`config.mk`:
```
export PLATFORM = sky130hd
export DESIGN_NAME = ipv4_dotted_quad_validator_top
export DESIGN_NICKNAME = d
export VERILOG_FILES = /design/src/sv/ipv4dq_pkg.sv /design/src/sv/ipv4_dotted_quad_validator_top.sv /design/src/sv/ipv4dq_scan.sv
export SDC_FILE = /design/constraint.sdc
export NUM_CORES = 1
export LEC_CHECK = 0
export BUFFER_PORTS_ARGS = -buffer_cell sky130_fd_sc_hd__buf_2
export CORE_MARGIN = 2
export CORE_UTILIZATION = 60
export CTS_BUF_LIST = sky130_fd_sc_hd__clkbuf_4 sky130_fd_sc_hd__clkbuf_8
export CTS_CLUSTER_SIZE = 14
export DETAILED_ROUTE_END_ITERATION = 7
export PLACE_DENSITY = 0.81
export SYNTH_ARGS = -nofsm -noshare
export SYNTH_HDL_FRONTEND = slang
export SYNTH_SLANG_ARGS = --single-unit
```
`constraint.sdc`:
```
create_clock -name clk -period 6.5 [get_ports clk]
set_input_delay 1.3 -clock clk [delete_from_list [all_inputs] [get_ports clk]]
set_output_delay 1.3 -clock clk [all_outputs]
set_load 0.02 [all_outputs]
```
`src/sv/ipv4dq_pkg.sv`:
```
package ipv4dq_pkg;

  localparam logic [7:0] CH_ZERO = 8'h30;
  localparam logic [7:0] CH_NINE = 8'h39;
  localparam logic [7:0] CH_DOT  = 8'h2e;

  localparam logic [11:0] OCTET_MAX   = 12'd255;
  localparam logic [2:0]  DOTS_NEEDED = 3'd3;
  localparam logic [2:0]  DOT_SAT     = 3'd4;
  localparam logic [1:0]  DIGIT_SAT   = 2'd2;

  // one character or end marker leaving the input register
  typedef struct packed {
    logic fire;
    logic eot;
  } step_t;

endpackage

```
`src/sv/ipv4_dotted_quad_validator_top.sv`:
```
// ipv4 dotted-quad validator: one character word per cycle, end marker word closes the string
// verdict is registered on valid_res when the end marker word leaves the input register
// one word per cycle unless in_stall; input register feeds the scan into the result register
// an end marker word waits in the input register only while an earlier verdict is stalled
// reset (rst, synchronous) empties both registers and clears the scan state
module ipv4_dotted_quad_validator_top (
  input  logic       clk,
  input  logic       rst,
  input  logic [7:0] ch,
  input  logic       end_of_text,
  input  logic       in_valid,
  output logic       in_stall,
  output logic       valid_res,
  output logic       out_valid,
  input  logic       out_stall
);
  import ipv4dq_pkg::*;

  logic       q_valid;
  logic [7:0] q_ch;
  logic       q_eot;
  logic       out_free;
  logic       consume;
  logic       load;
  logic       ok;
  step_t      step;

  assign out_free = !out_valid || !out_stall;
  assign consume  = q_valid && (!q_eot || out_free);
  assign in_stall = q_valid && !consume;
  assign load     = in_valid && !in_stall;

  assign step.fire = consume;
  assign step.eot  = q_eot;

  always_ff @(posedge clk) begin
    if (rst) begin
      q_valid <= 1'b0;
    end else if (load) begin
      q_valid <= 1'b1;
    end else if (consume) begin
      q_valid <= 1'b0;
    end
  end

  always_ff @(posedge clk) begin
    if (load) begin
      q_ch  <= ch;
      q_eot <= end_of_text;
    end
  end

  ipv4dq_scan u_scan (
    .clk  (clk),
    .rst  (rst),
    .step (step),
    .ch   (q_ch),
    .ok   (ok)
  );

  always_ff @(posedge clk) begin
    if (rst) begin
      out_valid <= 1'b0;
    end else if (consume && q_eot) begin
      out_valid <= 1'b1;
    end else if (!out_stall) begin
      out_valid <= 1'b0;
    end
  end

  always_ff @(posedge clk) begin
    if (consume && q_eot) begin
      valid_res <= ok;
    end
  end

  a_stall_only_on_end: assert property (@(posedge clk) disable iff (rst)
    in_stall |-> q_valid && q_eot && out_valid && out_stall)
    else $error("input stalled without a blocked verdict");

  a_verdict_from_end: assert property (@(posedge clk) disable iff (rst)
    $rose(out_valid) |-> $past(consume && q_eot))
    else $error("verdict without an end marker");

  a_no_overwrite: assert property (@(posedge clk) disable iff (rst)
    out_valid && out_stall |-> !(consume && q_eot))
    else $error("stalled verdict overwritten");

endmodule

```
`src/sv/ipv4dq_scan.sv`:
```
module ipv4dq_scan (
  input  logic                clk,
  input  logic                rst,
  input  ipv4dq_pkg::step_t   step,
  input  logic [7:0]          ch,
  output logic                ok
);
  import ipv4dq_pkg::*;

  logic [7:0]  octet_value, octet_value_next;
  logic [1:0]  digit_count, digit_count_next;
  logic [2:0]  dot_count, dot_count_next;
  logic        first_digit_zero, first_digit_zero_next;
  logic        failed, failed_next;

  logic        lead_bad;
  logic        is_digit;
  logic [3:0]  dval;
  logic [11:0] sum;

  assign lead_bad = (digit_count >= DIGIT_SAT) && first_digit_zero;
  assign is_digit = (ch >= CH_ZERO) && (ch <= CH_NINE);
  assign dval     = 4'(ch - CH_ZERO);
  assign sum      = 12'(octet_value) * 12'd10 + 12'(dval);

  assign ok = !failed && (dot_count == DOTS_NEEDED) && (digit_count != 2'd0) && !lead_bad;

  always_comb begin
    octet_value_next      = octet_value;
    digit_count_next      = digit_count;
    dot_count_next        = dot_count;
    first_digit_zero_next = first_digit_zero;
    failed_next           = failed;
    if (step.fire) begin
      if (step.eot) begin
        octet_value_next      = '0;
        digit_count_next      = '0;
        dot_count_next        = '0;
        first_digit_zero_next = 1'b0;
        failed_next           = 1'b0;
      end else if (!failed) begin
        if (ch == CH_DOT) begin
          if (digit_count == 2'd0 || lead_bad) begin
            failed_next = 1'b1;
          end
          if (dot_count < DOT_SAT) begin
            dot_count_next = dot_count + 3'd1;
          end
          octet_value_next      = '0;
          digit_count_next      = '0;
          first_digit_zero_next = 1'b0;
        end else if (!is_digit) begin
          failed_next = 1'b1;
        end else if (sum > OCTET_MAX) begin
          failed_next = 1'b1;
        end else begin
          octet_value_next = sum[7:0];
          if (digit_count == 2'd0) begin
            first_digit_zero_next = (dval == 4'd0);
          end
          if (digit_count < DIGIT_SAT) begin
            digit_count_next = digit_count + 2'd1;
          end
        end
      end
    end
  end

  always_ff @(posedge clk) begin
    if (rst) begin
      octet_value      <= '0;
      digit_count      <= '0;
      dot_count        <= '0;
      first_digit_zero <= 1'b0;
      failed           <= 1'b0;
    end else begin
      octet_value      <= octet_value_next;
      digit_count      <= digit_count_next;
      dot_count        <= dot_count_next;
      first_digit_zero <= first_digit_zero_next;
      failed           <= failed_next;
    end
  end

  a_counts_sat: assert property (@(posedge clk) disable iff (rst)
    dot_count <= DOT_SAT && digit_count <= DIGIT_SAT)
    else $error("scan counter past saturation");

  a_clear_after_end: assert property (@(posedge clk) disable iff (rst)
    step.fire && step.eot |=> dot_count == 3'd0 && digit_count == 2'd0 && !failed)
    else $error("scan state not cleared after end marker");

  a_failed_sticky: assert property (@(posedge clk) disable iff (rst)
    failed && !(step.fire && step.eot) |=> failed)
    else $error("failed flag dropped before end marker");

endmodule
```
* After elaboration in Yosys (flattened, before gate mapping)
Index checks and enable logic that the tools add are counted.
Word-level totals: bits in registers 27, latch bits 0, memory bits (writable) 0, memory bits (read-only) 0, output and inout bits 3, logic and storage cells 89, memories 0
Cells by class: add/subtract/negate cells 4, $mul 1, divide/modulo/power cells 0, $lt $le $gt $ge 6, eq/ne operators 5, shift operators 0, multiplexer cells 31, bitwise operators 0, reductions and logical operators 32
Operator list (count):
- 2-to-1 mux 8 bit | 5
- 2-to-1 mux 1 bit | 16
- adder 12 x 4 -> 12 bit | 1
- > comparator 12 x 8 -> 1 bit (second input constant) | 1
- 2-to-1 mux 2 bit | 6
- 2-to-1 mux 3 bit | 4
- multiplier 8 x 3 -> 11 bit (second input constant) | 1
- AND reduction 5 bit | 2
- logical AND 1 bit | 9
- nonzero test 3 bit | 3
- equality test 8 x 6 -> 1 bit (second input constant) | 1
- >= comparator 8 x 6 -> 1 bit (second input constant) | 1
- less-or-equal comparator 8 x 6 -> 1 bit (second input constant) | 1
- AND reduction 4 bit | 2
- nonzero test 2 bit | 4
- zero test 1 bit | 7
- zero test 4 bit | 1
- subtractor 4 x 1 -> 4 bit (second input constant) | 1
- adder 3 x 1 -> 3 bit (second input constant) | 1
- equality test 3 x 2 -> 1 bit (second input constant) | 1
- logical OR 1 bit | 3
- less-than comparator 3 bit (second input constant) | 1
- != test 3 x 2 -> 1 bit (second input constant) | 1
- adder 2 x 1 -> 2 bit (second input constant) | 1
- other kinds (5) | 5

* Longest topological paths before layout
depth in word-level cells 9, depth in mapped cells 11, depth with buffers taken out 11

* Modules after synthesis
Synthesis repeated with hierarchy kept, for this count alone.
Unflattened totals: cell total of the unflattened synthesis 166, area total of the unflattened synthesis 1656.6 µm²
By module, submodules not included:
- ipv4dq_scan | times used 1, cells an instance 143, area each 1263.7 µm²
- ipv4_dotted_quad_validator_top | times used 1, cells an instance 23, area each 392.9 µm²

* Worst setup path before layout
OpenSTA, ideal clock, no wires.
path kind input -> output, from input out_stall, to output in_stall, arrival 1724 ps, data required time 5200 ps, slack 3476 ps, stages 2, path buffers 0, cells stage by stage nand2_1 > nor2_1
On the way: word-level cells in the longest chain between the ends 6
RTL lines:
- from (decl) | RTL line ipv4_dotted_quad_validator_top.sv:15 | input logic out_stall
- zero test 1 bit
- logical OR 1 bit | RTL line ipv4_dotted_quad_validator_top.sv:28 | assign out_free = !out_valid || !out_stall;
- logical OR 1 bit | RTL line ipv4_dotted_quad_validator_top.sv:29 | assign consume = q_valid && (!q_eot || out_free);
- logical AND 1 bit | RTL line ipv4_dotted_quad_validator_top.sv:29
- zero test 1 bit | RTL line ipv4_dotted_quad_validator_top.sv:30 | assign in_stall = q_valid && !consume;
- logical AND 1 bit | RTL line ipv4_dotted_quad_validator_top.sv:30
- to (decl) | RTL line ipv4_dotted_quad_validator_top.sv:12 | output logic in_stall,
No other way between the ends.

* Worst setup path in the final report
Same ends and word-level chain as after synthesis.

==> flow_metrics.env <==
export IMPL_wl_mm=2.85
export IMPL_rsz0062_at_grt="no"
export IMPL_fp_coreArea_sq_um=2500
export IMPL_cp_cell_sequence="buf_2, nand2_1, nor2_1, buf_2"
export IMPL_maxCapViolCount=0
export IMPL_r2r_cells=10
export IMPL_crit_fanout=3
export IMPL_post_route_drc_count=0
export IMPL_cp_required_ns=5.20
export IMPL_synth_top_cells_by_area="dfxtp_1 (21%), edfxtp_1 (19%), ha_1 (15%), a22o_1 (3.8%), a21oi_1 (3.1%)"
export IMPL_min_to="u_scan.dot_count[2]$_SDFFE_PP0P_"
export IMPL_dieArea_sq_um=3090
export IMPL_gp_congestion=0.799
export IMPL_wl_met3_um=69
export IMPL_htreeDepth=1
export IMPL_total_power_uw=283
export IMPL_ios=16
export IMPL_grt_pass1_vias=1183
export IMPL_met2WireLength_mm=1.46
export IMPL_cp_arrival_ns=1.83
export IMPL_antenna_found_initial=0
export IMPL_gr_total_overflow=0
export IMPL_insertion_delay_ns=0.33
export IMPL_synth_fp_nets=184
export IMPL_hp_start="u_scan.dot_count[2]$_SDFFE_PP0P_"
export IMPL_r2r_start="u_scan.octet_value[1]$_SDFFE_PP0P_"
export IMPL_cp_slowest_cell="buf_2"
export IMPL_p_leak_nw=0.754
export IMPL_hpwlAfterDp_mm=2.30
export IMPL_min_period_ns=3.13
export IMPL_reg2reg_to="u_scan.octet_value[1]$_SDFFE_PP0P_"
export IMPL_cts_tree="yes"
export IMPL_reg2reg_slack_ns=3.56
export IMPL_ys_seq_elements=27
export IMPL_grt_pass1_wl_mm=5.09
export IMPL_slew_headroom_pct=53.6
export IMPL_vias=1185
export IMPL_die_w_um=55.6
export IMPL_fmax_mhz=320
export IMPL_top_layer_used="met4"
export IMPL_status="finished, final reports clean"
export IMPL_cts_root_buffer="clkbuf_4"
export IMPL_slowest_delay_ns=0.19
export IMPL_final_hold_viol_count=0
export IMPL_crit_family="buffers and inverters"
export IMPL_fp_dieH_um=55.6
export IMPL_drive_gt1_share_pct=18.1
export IMPL_min_path_cells=2
export IMPL_power_density_nw_per_um2=164
export IMPL_cp_num_buf_inv=2
export IMPL_ys_flop_type="dfxtp_1"
export IMPL_port_buffers=15
export IMPL_hp_class="reg -> reg"
export IMPL_finalMaxSlewViolations=0
export IMPL_placed_area_sq_um=1700
export IMPL_worstMarginPinSlew_ns=0.695
export IMPL_syn_cell_area_sq_um=1600
export IMPL_clock_sinks=27
export IMPL_end_kind="output pin"
export IMPL_grt_start_max_net_pins=15
export IMPL_synth_edf_count=10
export IMPL_start_util_pct=63.9
export IMPL_grt_usage_pct=21.0
export IMPL_skew_ns=0.00664
export IMPL_netlist_area_leader_share_pct=21.3
export IMPL_timing_final_crit_share_pct=48.1
export IMPL_synthToLayoutAreaGrowth_pct=8.15
export IMPL_avgSynthCellArea_sq_um=10.6
export IMPL_post_cts_buffers=0
export IMPL_synth_top_area_cell="dfxtp_1"
export IMPL_synthCells=150
export IMPL_firstDrtPassIters=4
export IMPL_final_antenna_net_count=0
export IMPL_setup_tns_ns=0
export IMPL_path_clk_slew_ns=0.14
export IMPL_critPathKind="in -> out"
export IMPL_routed_via_density=6.05
export IMPL_cts_hold_buf=0
export IMPL_rows=18
export IMPL_ys_warn_count=0
export IMPL_synth_common_cells="ha_1 (19), dfxtp_1 (17), a21oi_1 (10), edfxtp_1 (10), nor2_1 (10)"
export IMPL_numCtsBuffers=3
export IMPL_drt_iter0_drc=38
export IMPL_holdWs_ns=0.506
export IMPL_cts_resized=0
export IMPL_final_nets=201
export IMPL_wl_met1_mm=1.25
export IMPL_setup_viol=0
export IMPL_irDropWorstVdd_mv=0.148
export IMPL_final_util_pct=69.1
export IMPL_async_reset_ff_share_pct=0
export IMPL_wire_per_inst_um=14.5
export IMPL_crit_top_cell="buf_2"
export IMPL_synth_cell_types=44
export IMPL_startpoint_type="input pin"
export IMPL_design_area_sq_um=1730
export IMPL_clockBufferDepth=2
export IMPL_yosysSeqAreaShare_pct=40.1
export IMPL_diodes=0
export IMPL_synth_most_common_cell="ha_1"
layout make-up:
type	instances	area, sq um
multi-input combinational	113	917
fill	186	773
sequential	27	641
timing repair buffer	15	75.1
tap	30	37.5
clock buffer	4	30.0
inverter	7	26.3
metal layers:
metal  global-route usage, %  vias to the layer above
met1                    25.9                      564
met3                    2.79                        7
met5                       0                        -
met4                    8.36                        0
li1                        -                      592
met2                    36.9                       22
worst register-to-register path, delay by kind of cell (launching register included):
kind,cells,cell delay [ns]
adder cells (fa/ha/maj),3,0.93
buffers and inverters,1,0.07
AO/OA/AOI/OAI,2,0.60
flip-flops,1,0.43
AND/OR/NAND/NOR,4,0.82
worst max-delay path by stage:
stage,depth (start not counted),endpoint,start
2_1_floorplan,2,in_stall,out_stall
3_3_place_gp,4,in_stall,out_stall
3_5_place_dp,4,in_stall,out_stall
4_1_cts,4,in_stall,out_stall
5_1_grt,4,in_stall,out_stall
6_report,4,in_stall,out_stall
flip-flops by register name, summed over array words and instances, names as in the netlist:
| name | flops |
|---|---|
| q_ch | 8 |
| u_scan.octet_value | 8 |
| u_scan.dot_count | 3 |
| u_scan.digit_count | 2 |
| out_valid | 1 |
| q_eot | 1 |
| q_valid | 1 |
| u_scan.failed | 1 |
| u_scan.first_digit_zero | 1 |
| valid_res | 1 |
logic make-up after synthesis:
| group | count (synthesis) | share of synthesized area, % |
|---|---|---|
| compound gates | 36 | 16.5 |
| fa+ha+maj | 21 | 17.4 |
| buf+inv | 10 | 2.43 |
| xor+xnor | 8 | 4.39 |
| simple gates | 48 | 19.1 |
| flops | 27 | 40.1 |
power by group:
| group | switching (mW) | internal (mW) | leakage [nW] |
|---|---|---|---|
| combinational | 0.0122 | 0.00878 | 0.500 |
| sequential | 0.00399 | 0.181 | 0.236 |
| clock | 0.0492 | 0.0283 | 0.0184 |
per-stage QoR:
step / worst slack, ns / cells
3_5_place_dp: 3.37 / 192
5_1_grt: 3.32 / 196
2_1_floorplan: 3.48 / 150
3_3_place_gp: 3.40 / 192
6_report: 3.37 / 196
4_1_cts: 3.37 / 196
placed cells by master (no fill, tap or decap), drive strengths merged, types with 2 or more instances in the layout:
cell and n:
nand2 6, xnor2 3, nor2b 2, fa 2, a31oi 2, inv 7
nor2 11, nor3b 4, nor4bb 2, nor3 5, or3b 2, a31o 2
buf 15, xor2 5, dfxtp 17, o21ai 4, a21o 4, ha 19
a22o 7, edfxtp 10, a21oi 12, nand3 5, clkbuf 4, nand2b 3
No activity file was read; power rests on OpenSTA's default activity.
